$ cat src/sv/i2cmts_pkg.sv
// Shared types, status codes and command codes for the I2C transaction sequencer
`timescale 1ns / 1ps
`default_nettype none

package i2cmts_pkg;

  // transaction kinds on the input side
  typedef enum logic [1:0] {
    FUNC_BEGIN    = 2'd0,
    FUNC_COMPLETE = 2'd1,
    FUNC_SUPPLY   = 2'd2,
    FUNC_UNUSED   = 2'd3
  } func_t;

  // byte engine commands
  typedef enum logic [2:0] {
    CMD_NONE    = 3'd0,
    CMD_START   = 3'd1,
    CMD_SEND    = 3'd2,
    CMD_RX_ACK  = 3'd3,
    CMD_RX_NACK = 3'd4,
    CMD_STOP    = 3'd5
  } cmd_t;

  // sequencer phases
  typedef enum logic [2:0] {
    PH_IDLE  = 3'd0,
    PH_START = 3'd1,
    PH_ADDR  = 3'd2,
    PH_DATA  = 3'd3,
    PH_HOST  = 3'd4,
    PH_STOP  = 3'd5
  } phase_t;

  // standard TWI status codes
  localparam logic [7:0] ST_START        = 8'h08;
  localparam logic [7:0] ST_MT_SLA_ACK   = 8'h18;
  localparam logic [7:0] ST_MT_DATA_ACK  = 8'h28;
  localparam logic [7:0] ST_MR_SLA_ACK   = 8'h40;
  localparam logic [7:0] ST_MR_DATA_ACK  = 8'h50;
  localparam logic [7:0] ST_MR_DATA_NACK = 8'h58;
  localparam logic [7:0] ST_BUS_ERROR    = 8'h00;

  // sequencer state
  typedef struct packed {
    phase_t      phase;
    logic        direction_read;
    logic [6:0]  slave_address;
    logic [7:0]  bytes_left;
    logic        pending_failed;
    logic [7:0]  pending_status;
  } seq_state_t;

  // one input transaction
  typedef struct packed {
    func_t       func;
    logic        read_not_write;
    logic [6:0]  target_address;
    logic [7:0]  byte_count;
    logic [7:0]  engine_status;
    logic [7:0]  received_byte;
    logic [7:0]  send_byte;
  } seq_in_t;

  // one result transaction
  typedef struct packed {
    cmd_t        engine_command;
    logic [7:0]  command_byte;
    logic        byte_request;
    logic        read_valid;
    logic [7:0]  read_data;
    logic        done_res;
    logic        failed;
    logic [7:0]  final_status;
  } seq_out_t;

endpackage

`default_nettype wire

$ cat src/sv/i2c_master_transaction_sequencer_unit.sv
// Top level of the byte-level I2C master transaction sequencer
//
// Each input transaction (begin, engine completion or host write byte) yields
// exactly one result transaction holding the next byte engine command and any
// host-side report. One transaction is taken every clock cycle unless output
// stalls; the result appears in the cycle after acceptance from a single
// output register, and a new input is taken whenever that register is empty
// or being drained in the same cycle. The sequencer state lives in a handful
// of registers updated by the phase decision on every accepted transaction.
`timescale 1ns / 1ps
`default_nettype none

module i2c_master_transaction_sequencer_unit (
  input  wire logic        clk,
  input  wire logic        rst,
  // input transactions
  input  wire logic        s_tvalid,
  output logic             s_tready,
  input  wire logic [39:0] s_tdata,  // read_not_write, target_address[7], byte_count[8],
                                     // engine_status[8], received_byte[8], send_byte[8]
  input  wire logic [1:0]  s_tuser,  // func[2]
  // result transactions
  output logic             m_tvalid,
  input  wire logic        m_tready,
  output logic [31:0]      m_tdata,  // command_byte[8], byte_request, read_valid,
                                     // read_data[8], done_res, failed, final_status[8],
                                     // zero fill[4]
  output logic [2:0]       m_tuser   // engine_command[3]
);
  import i2cmts_pkg::*;

  seq_state_t state;
  seq_state_t state_next;
  seq_in_t    item;
  seq_out_t   result;
  seq_out_t   out_reg;
  logic       accept;

  // unpack the input transaction
  assign item.func           = func_t'(s_tuser);
  assign item.read_not_write = s_tdata[0];
  assign item.target_address = s_tdata[7:1];
  assign item.byte_count     = s_tdata[15:8];
  assign item.engine_status  = s_tdata[23:16];
  assign item.received_byte  = s_tdata[31:24];
  assign item.send_byte      = s_tdata[39:32];

  assign s_tready = !m_tvalid || m_tready;
  assign accept   = s_tvalid && s_tready;

  i2cmts_step u_step (
    .state      (state),
    .item       (item),
    .state_next (state_next),
    .result     (result)
  );

  // sequencer state
  always_ff @(posedge clk) begin
    if (rst) begin
      state.phase          <= PH_IDLE;
      state.direction_read <= 1'b0;
      state.slave_address  <= 7'd0;
      state.bytes_left     <= 8'd0;
      state.pending_failed <= 1'b0;
      state.pending_status <= 8'd0;
    end else if (accept) begin
      state <= state_next;
    end
  end

  // output register
  always_ff @(posedge clk) begin
    if (rst) begin
      m_tvalid <= 1'b0;
    end else if (accept) begin
      m_tvalid <= 1'b1;
    end else if (m_tready) begin
      m_tvalid <= 1'b0;
    end
  end

  always_ff @(posedge clk) begin
    if (accept) begin
      out_reg <= result;
    end
  end

  // pack the result transaction
  assign m_tuser = out_reg.engine_command;
  assign m_tdata = {4'd0, out_reg.final_status, out_reg.failed, out_reg.done_res,
                    out_reg.read_data, out_reg.read_valid, out_reg.byte_request,
                    out_reg.command_byte};

endmodule

`default_nettype wire

$ cat src/sv/i2cmts_step.sv
// Phase decision: next sequencer state and result for one input transaction
`timescale 1ns / 1ps
`default_nettype none

module i2cmts_step (
  input  i2cmts_pkg::seq_state_t state,
  input  i2cmts_pkg::seq_in_t    item,
  output i2cmts_pkg::seq_state_t state_next,
  output i2cmts_pkg::seq_out_t   result
);
  import i2cmts_pkg::*;

  logic [7:0] left_dec;
  logic [7:0] left_after;
  logic       addr_ok;
  logic       data_ok;
  logic       advance;

  // expected status checks for the address and data steps
  assign left_dec = state.bytes_left - 8'd1;
  assign addr_ok  = state.direction_read ? (item.engine_status == ST_MR_SLA_ACK)
                                         : (item.engine_status == ST_MT_SLA_ACK);
  assign data_ok  = state.direction_read ?
                    ((item.engine_status == ST_MR_DATA_ACK) ||
                     (item.engine_status == ST_MR_DATA_NACK)) :
                    (item.engine_status == ST_MT_DATA_ACK);

  // count seen by the next-byte decision
  assign left_after = (state.phase == PH_DATA) ? left_dec : state.bytes_left;

  // go on to the next byte after a good address or data completion
  assign advance = (item.func == FUNC_COMPLETE) &&
                   (((state.phase == PH_ADDR) && addr_ok) ||
                    ((state.phase == PH_DATA) && data_ok));

  always_comb begin
    state_next = state;
    result     = '0;
    unique case (item.func)
      FUNC_BEGIN: begin
        if (state.phase == PH_IDLE) begin
          state_next.direction_read = item.read_not_write;
          state_next.slave_address  = item.target_address;
          state_next.bytes_left     = item.byte_count;
          state_next.pending_failed = 1'b0;
          state_next.pending_status = 8'd0;
          state_next.phase          = PH_START;
          result.engine_command     = CMD_START;
        end
      end
      FUNC_COMPLETE: begin
        unique case (state.phase)
          PH_START: begin
            if (item.engine_status == ST_START) begin
              result.engine_command = CMD_SEND;
              result.command_byte   = {state.slave_address, state.direction_read};
              state_next.phase      = PH_ADDR;
            end else if (item.engine_status == ST_BUS_ERROR) begin
              // bus error still gets a stop before reporting
              result.engine_command     = CMD_STOP;
              state_next.pending_failed = 1'b1;
              state_next.pending_status = item.engine_status;
              state_next.phase          = PH_STOP;
            end else begin
              result.done_res     = 1'b1;
              result.failed       = 1'b1;
              result.final_status = item.engine_status;
              state_next.phase    = PH_IDLE;
            end
          end
          PH_ADDR, PH_DATA: begin
            if (!advance) begin
              result.engine_command     = CMD_STOP;
              state_next.pending_failed = 1'b1;
              state_next.pending_status = item.engine_status;
              state_next.phase          = PH_STOP;
            end
          end
          PH_STOP: begin
            result.done_res     = 1'b1;
            result.failed       = state.pending_failed;
            result.final_status = state.pending_status;
            state_next.phase    = PH_IDLE;
          end
          default: begin
          end
        endcase
      end
      FUNC_SUPPLY: begin
        if (state.phase == PH_HOST) begin
          result.engine_command = CMD_SEND;
          result.command_byte   = item.send_byte;
          state_next.phase      = PH_DATA;
        end
      end
      default: begin
      end
    endcase

    // next-byte decision after a successful step
    if (advance) begin
      state_next.bytes_left = left_after;
      if ((state.phase == PH_DATA) && state.direction_read) begin
        result.read_valid = 1'b1;
        result.read_data  = item.received_byte;
      end
      if (left_after == 8'd0) begin
        result.engine_command     = CMD_STOP;
        state_next.pending_failed = 1'b0;
        state_next.pending_status = 8'd0;
        state_next.phase          = PH_STOP;
      end else if (state.direction_read) begin
        result.engine_command = (left_after > 8'd1) ? CMD_RX_ACK : CMD_RX_NACK;
        state_next.phase      = PH_DATA;
      end else begin
        result.byte_request = 1'b1;
        state_next.phase    = PH_HOST;
      end
    end
  end

endmodule

`default_nettype wire

$ cat config.mk
export PLATFORM = sky130hd
export DESIGN_NAME = i2c_master_transaction_sequencer_unit
export DESIGN_NICKNAME = d
export VERILOG_FILES = /design/src/sv/i2cmts_pkg.sv /design/src/sv/i2c_master_transaction_sequencer_unit.sv /design/src/sv/i2cmts_step.sv
export SDC_FILE = /design/constraint.sdc
export NUM_CORES = 1
export LEC_CHECK = 0
export BUFFER_PORTS_ARGS = -buffer_cell sky130_fd_sc_hd__buf_2
export CAP_MARGIN = 10
export CELL_PAD_IN_SITES_DETAIL_PLACEMENT = 1
export CELL_PAD_IN_SITES_GLOBAL_PLACEMENT = 2
export CORE_MARGIN = 2
export CORE_UTILIZATION = 32
export DETAILED_ROUTE_END_ITERATION = 8
export PLACE_DENSITY_LB_ADDON = 0.1
export SYNTH_ARGS = -nofsm -noshare
export SYNTH_HDL_FRONTEND = slang
export SYNTH_SLANG_ARGS = --single-unit
$ cat constraint.sdc
create_clock -name clk -period 3.05 [get_ports clk]
set_input_delay 0.305 -clock clk [delete_from_list [all_inputs] [get_ports clk]]
set_output_delay 0.305 -clock clk [all_outputs]
set_load 0.005 [all_outputs]
Word-level counts from Yosys, hierarchy flattened
Index checks and enable logic that the tools add are counted.
{ "word_totals": {"word_cells": 96, "reg_bits": 60, "input_bits": 46} }
{ "classes": {"mux": 39, "bitwise": 1, "addsub": 1, "n_eq_ne": 16, "n_reduce_logical": 23, "magnitude_cmp": 1} }
{ "op_table": {"columns": ["operator", "n"], "rows": [
  ["9-bit 2-to-1 mux", 5],
  ["9-bit case mux with 2 select lines", 2],
  ["3-bit 2-to-1 mux", 11],
  ["8-bit 2-to-1 mux", 4],
  ["10-bit 2-to-1 mux", 3],
  ["28-bit 2-to-1 mux", 1],
  ["3-bit case mux with 3 select lines", 3],
  ["8-bit by 7-bit equality test with 1-bit output, second input constant", 3],
  ["10-bit case mux with 2 select lines", 1],
  ["17-bit 2-to-1 mux", 1],
  ["8-bit logical NOT", 2],
  ["8-bit case mux with 2 select lines", 1],
  ["8-bit by 4-bit equality test with 1-bit output, second input constant", 1],
  ["8-bit by 5-bit equality test with 1-bit output, second input constant", 1],
  ["8-bit by 6-bit equality test with 1-bit output, second input constant", 1],
  ["8-bit by 1-bit > comparator with 1-bit output, second input constant", 1],
  ["8-bit by 1-bit subtractor with 8-bit output, second input constant", 1],
  ["3-bit by 2-bit equality test with 1-bit output, second input constant", 2],
  ["3-bit equality test, second input constant", 2],
  ["1-bit 2-to-1 mux", 6],
  ["3-bit by 1-bit != test with 1-bit output, second input constant", 2],
  ["3-bit case mux with 2 select lines", 1],
  ["3-bit AND reduction", 2],
  ["2-bit nonzero test", 3],
  ["other kinds (14)", 21]
]} }

Longest topological paths before layout
{ "logic_depth": {"depth_word": 12, "ltp_mapped": 10} }

Hierarchy
Synthesis repeated with hierarchy kept, for this count alone.
{ "hier_totals": {"hier_cells": 398, "area_unflattened_um2": 3895.0} }
{ "modules_own_cells": {"columns": ["mod", "area_per_inst_um2", "instances", "cells_each"], "rows": [
  ["i2c_master_transaction_sequencer_unit", 2348.5, 1, 169],
  ["i2cmts_step", 1546.5, 1, 229]
]} }

Least setup slack after synthesis
OpenSTA, ideal clock, no wires.
{ "synth_timing": {"kind": "input -> register", "from": "input s_tuser[1]", "to": "register, netlist name state[0]", "required_time_ns": 2.928, "cell_stages": 9, "setup_slack_ns": 0.613, "setup_time_ns": 0.122, "path_buffers": 1, "arrival_ns": 2.315, "path_cell_list": "inv_1 -> ha_1 -> clkbuf_1 -> inv_1 -> a2111oi_4 -> o211ai_4 -> or4_4 -> a22oi_4 -> o21ai_1"} }
{ "synth_via": {"elab_chain_cells": 7, "elab_cells_between_ends": 8} }
{ "synth_rtl": {"columns": ["item", "line_no", "rtl"], "rows": [
  ["from (decl)", "i2c_master_transaction_sequencer_unit.sv:21", "input wire logic [1:0] s_tuser,"],
  ["2-bit by 1-bit equality test with 1-bit output", "i2cmts_step.sv:32, i2cmts_step.sv:39", null],
  ["1-bit logical AND", "i2cmts_step.sv:32", "assign advance = (item.func == FUNC_COMPLETE) &&"],
  ["9-bit 2-to-1 mux", "i2cmts_step.sv:72", "if (!advance) begin"],
  ["9-bit case mux with 2 select lines", "i2cmts_step.sv:52", "unique case (state.phase)"],
  ["9-bit case mux with 2 select lines", "i2cmts_step.sv:39", "unique case (item.func)"],
  ["9-bit 2-to-1 mux", "i2cmts_step.sv:107", "if (left_after == 8'd0) begin"],
  ["17-bit 2-to-1 mux (*)", "i2cmts_step.sv:101", "if (advance) begin"]
]} }
Mark *: on every way between the ends. The rest lies on a longest branch, timed or not.
A chain may end at the register's enable or synchronous reset.

Worst setup path in the final report
{ "layout_timing": {"from": "register, netlist name state[25]", "to": "register, netlist name state[0]"} }
{ "layout_via": {"elab_chain_cells": 9, "elab_cells_between_ends": 17} }
{ "layout_rtl": {"columns": ["item", "line_no", "rtl"], "rows": [
  ["3-bit by 2-bit equality test with 1-bit output, on equally long branches", null, null],
  ["1-bit logical AND, on equally long branches", "i2cmts_step.sv:33, i2cmts_step.sv:34", null],
  ["1-bit logical OR", "i2cmts_step.sv:33", "(((state.phase == PH_ADDR) && addr_ok) ||"],
  ["1-bit logical AND", "i2cmts_step.sv:32", null],
  ["9-bit 2-to-1 mux", "i2cmts_step.sv:72", null],
  ["9-bit case mux with 2 select lines", "i2cmts_step.sv:52", null],
  ["9-bit case mux with 2 select lines", "i2cmts_step.sv:39", null],
  ["9-bit 2-to-1 mux", "i2cmts_step.sv:107", null],
  ["17-bit 2-to-1 mux (*)", "i2cmts_step.sv:101", null]
]} }
Mark *: on every way between the ends. The rest lies on a longest branch, timed or not. The select of a mux whose other input is x is not followed.

==> metrics <==
vias in the first global route=2869; Yosys cell types=60; final hold slack=192 ps; adder-cell share of the synthesized area=1.96%; Hold Buf Count CTS=0; # DRC=0; initial antenna violation count=0; post-cts gate resize count=0; # nets final=480; clock sink count=60; min-delay src=s_tdata[5]; WL per Instance=16.2 um; CTS Root Cell=clkbuf_8; antenna-violating nets left=0; total grt overflow=0; Core Region=9730 um2; RSZ-0062 raised after global routing=no; Synth Register Bits=60; Tmin final=2580 ps; total detailed-routing wirelength=9190 um; Async SR Flop Fraction=0%; clk_skew=8.68 ps; f_max=387 MHz; Worst-Margin Slew=589 ps; Max Cap Viol=0; Leak=0.00157 uW; top cell type by total area after synthesis=edfxtp_1; Synth Area in XOR/XNOR=0.823%; power per cell area=469 nW/um2; Hold Crit Depth=3; Final Max Tran Viols=0; Setup crit start kind=flip-flop; simple-gate share of the synthesized area=20.9%; TritonRoute pass-1 iters=4; Final Hold Viols=0; main combinational cell family by area after synthesis=compound AO/OA/AOI/OAI gates; multi-input logic area=1530 um2; Starting Density=32.8%; delay of the slowest critical-path stage=560 ps; Hold Path Sink=state[21]; Mean Syn Cell Area=9.37 um2; Starting DRT DRC Count=87; io pins=83; Skew-Pair Late Insertion Delay=340 ps; most frequent cells in the layout=buf_2, nand2_1, edfxtp_1, dfxtp_1, a21oi_1; min-delay worst type=input pin to flip-flop; largest cells by area after synthesis=edfxtp_1, dfxtp_1, nand2_1, a21oi_1, nor2_1; Vias=2864; number of setup buffers added after CTS=0; Synth top area share=29.1%; commonest non-fill, non-tap cell in the layout=buf_2; layout cells sized above 1=28.3%; fill count=1181; CTS max path bufs=2; peak supply drop=0.000170 V; EDFF count, synth=31; FF+latch area=1510 um2; Synth Area in Compound Gates=21.2%; Tcrit/Tclk final=84.7%; largest net degree at the start of global routing=35; Vias/cell=5.05; CP endpoint kind=flip-flop; Clock Pin Slew Worst Setup and Hold Paths=80 ps; delay-heaviest family, CP=compound AO/OA/AOI/OAI gates; CP Data Arrival Time=2800 ps; mux cell area share after synthesis=2.55%; setup tns final=0 ps; Slew headroom=60.4%; number of port buffers=78; Mapped Area=3190 um2; FP Rows=36; Placer Congestion=0.797; Synth Instances=341; H-tree levels=3; Most used DFF post-synth=edfxtp_1; GRT Resource Usage Total=17.4%; buffers and inverters on the worst path=0; n_diodes=0; crit path kind=flip-flop to flip-flop; Finish-stage setup viols=0; Worst R2R Setup Slack=470 ps; Crit Path Max Fanout=12; dpl cell area=3790 um2; dpl hpwl=6750 um; chip width=104 um; Syn-to-layout area delta=24.9%; die area=10800 um2; crit-path cells=xnor2_1 > a2111oi_4 > o211ai_4 > or4_4 > a22oi_4 > o21ai_1; first-pass GRT wire length=15000 um; data required time at the worst endpoint=3270 ps; cell area after layout=3990 um2; Max stage delay cell, worst path=or4_4; Critical path origin=state[25]; CTS tree=done; worst r2r src=state[25]; Die Ht=104 um; register area share after synthesis=47.3%; status=finished clean; Synthesis Warnings=0; Worst R2R End=state[0]; number of buffers created by CTS=9; Reg2Reg Depth=6
## tightest hold or removal path, cell delays in order
cell	delay, ps
buf_2	100
nand2_1	40
a21oi_1	50
## registers in the layout, summed over array words and instances (netlist names)
register and count:
m_tdata 28, state 28, m_tuser 3, m_tvalid 1
## Yosys cell counts, types with 3 or more instances
| cell | count |
|---|---|
| mux2i_1 | 7 |
| and2_1 | 8 |
| nor3_1 | 7 |
| clkbuf_1 | 13 |
| edfxtp_1 | 31 |
| o21ai_0 | 15 |
| nand2_1 | 43 |
| nor2_1 | 23 |
| dfxtp_1 | 29 |
| nand3_1 | 6 |
| nor2b_1 | 10 |
| nand2b_1 | 9 |
| a21oi_1 | 26 |
| a22oi_1 | 8 |
| o211ai_1 | 5 |
| o21ai_1 | 8 |
| or3_1 | 8 |
| a211oi_1 | 3 |
| inv_1 | 19 |
| buf_4 | 4 |
| ha_1 | 5 |
| and3_1 | 3 |
| or4_1 | 4 |
## layout make-up
type | instances | area share, %
inverters | 19 | 1.79
clock inverters | 7 | 1.88
clock buffers | 9 | 3.11
flip-flops and latches | 60 | 37.9
multi-input cells | 245 | 38.4
well taps | 133 | 4.17
repair buffers | 94 | 12.8
## per-layer routing
layer	GRT usage (%)	up-vias	wire length (um)
met5	0	-	0
met4	3.57	0	51
met3	4.39	4	452
met1	23.3	1381	4420
li1	-	1407	-
met2	28.5	72	4260
## worst max path at each step
stage	slack, ps	end	cells past startpoint
finish	470	state[0]	6
floorplan	610	state[0]	9
global route	330	state[2]	6
CTS	460	state[0]	6
detailed placement	370	state[0]	7
global placement	430	state[4]	7
## metrics by stage
| stage | power, uW | setup WS (ps) | utilization [%] | instances |
|---|---|---|---|---|
| CTS | 1900 | 459 | 41.0 | 567 |
| detailed placement | 1160 | 372 | 39.0 | 551 |
| finish | 1870 | 468 | 41.0 | 567 |
| global placement | 1160 | 434 | 39.0 | 551 |
| floorplan | 1050 | 613 | - | 344 |
| global route | 1960 | 331 | 41.0 | 567 |
## where the power goes
part | switching, uW | internal, uW | total (uW)
Clock | 350 | 381 | 731
Combinational | 148 | 99.3 | 247
Sequential | 16.4 | 878 | 894
## kinds of logic (layout without fill, tap and decap cells)
family / Yosys count / in the layout
AO/OA/AOI/OAI: 94 / 94
XOR/XNOR: 3 / 3
adder cells (fa/ha/maj): 5 / 5
buffers and inverters: 39 / 129
flip-flops: 60 / 60
multiplexers: 8 / 8
other: 1 / 4
AND/OR/NAND/NOR: 131 / 131
No activity file was read; power rests on OpenSTA's default activity.
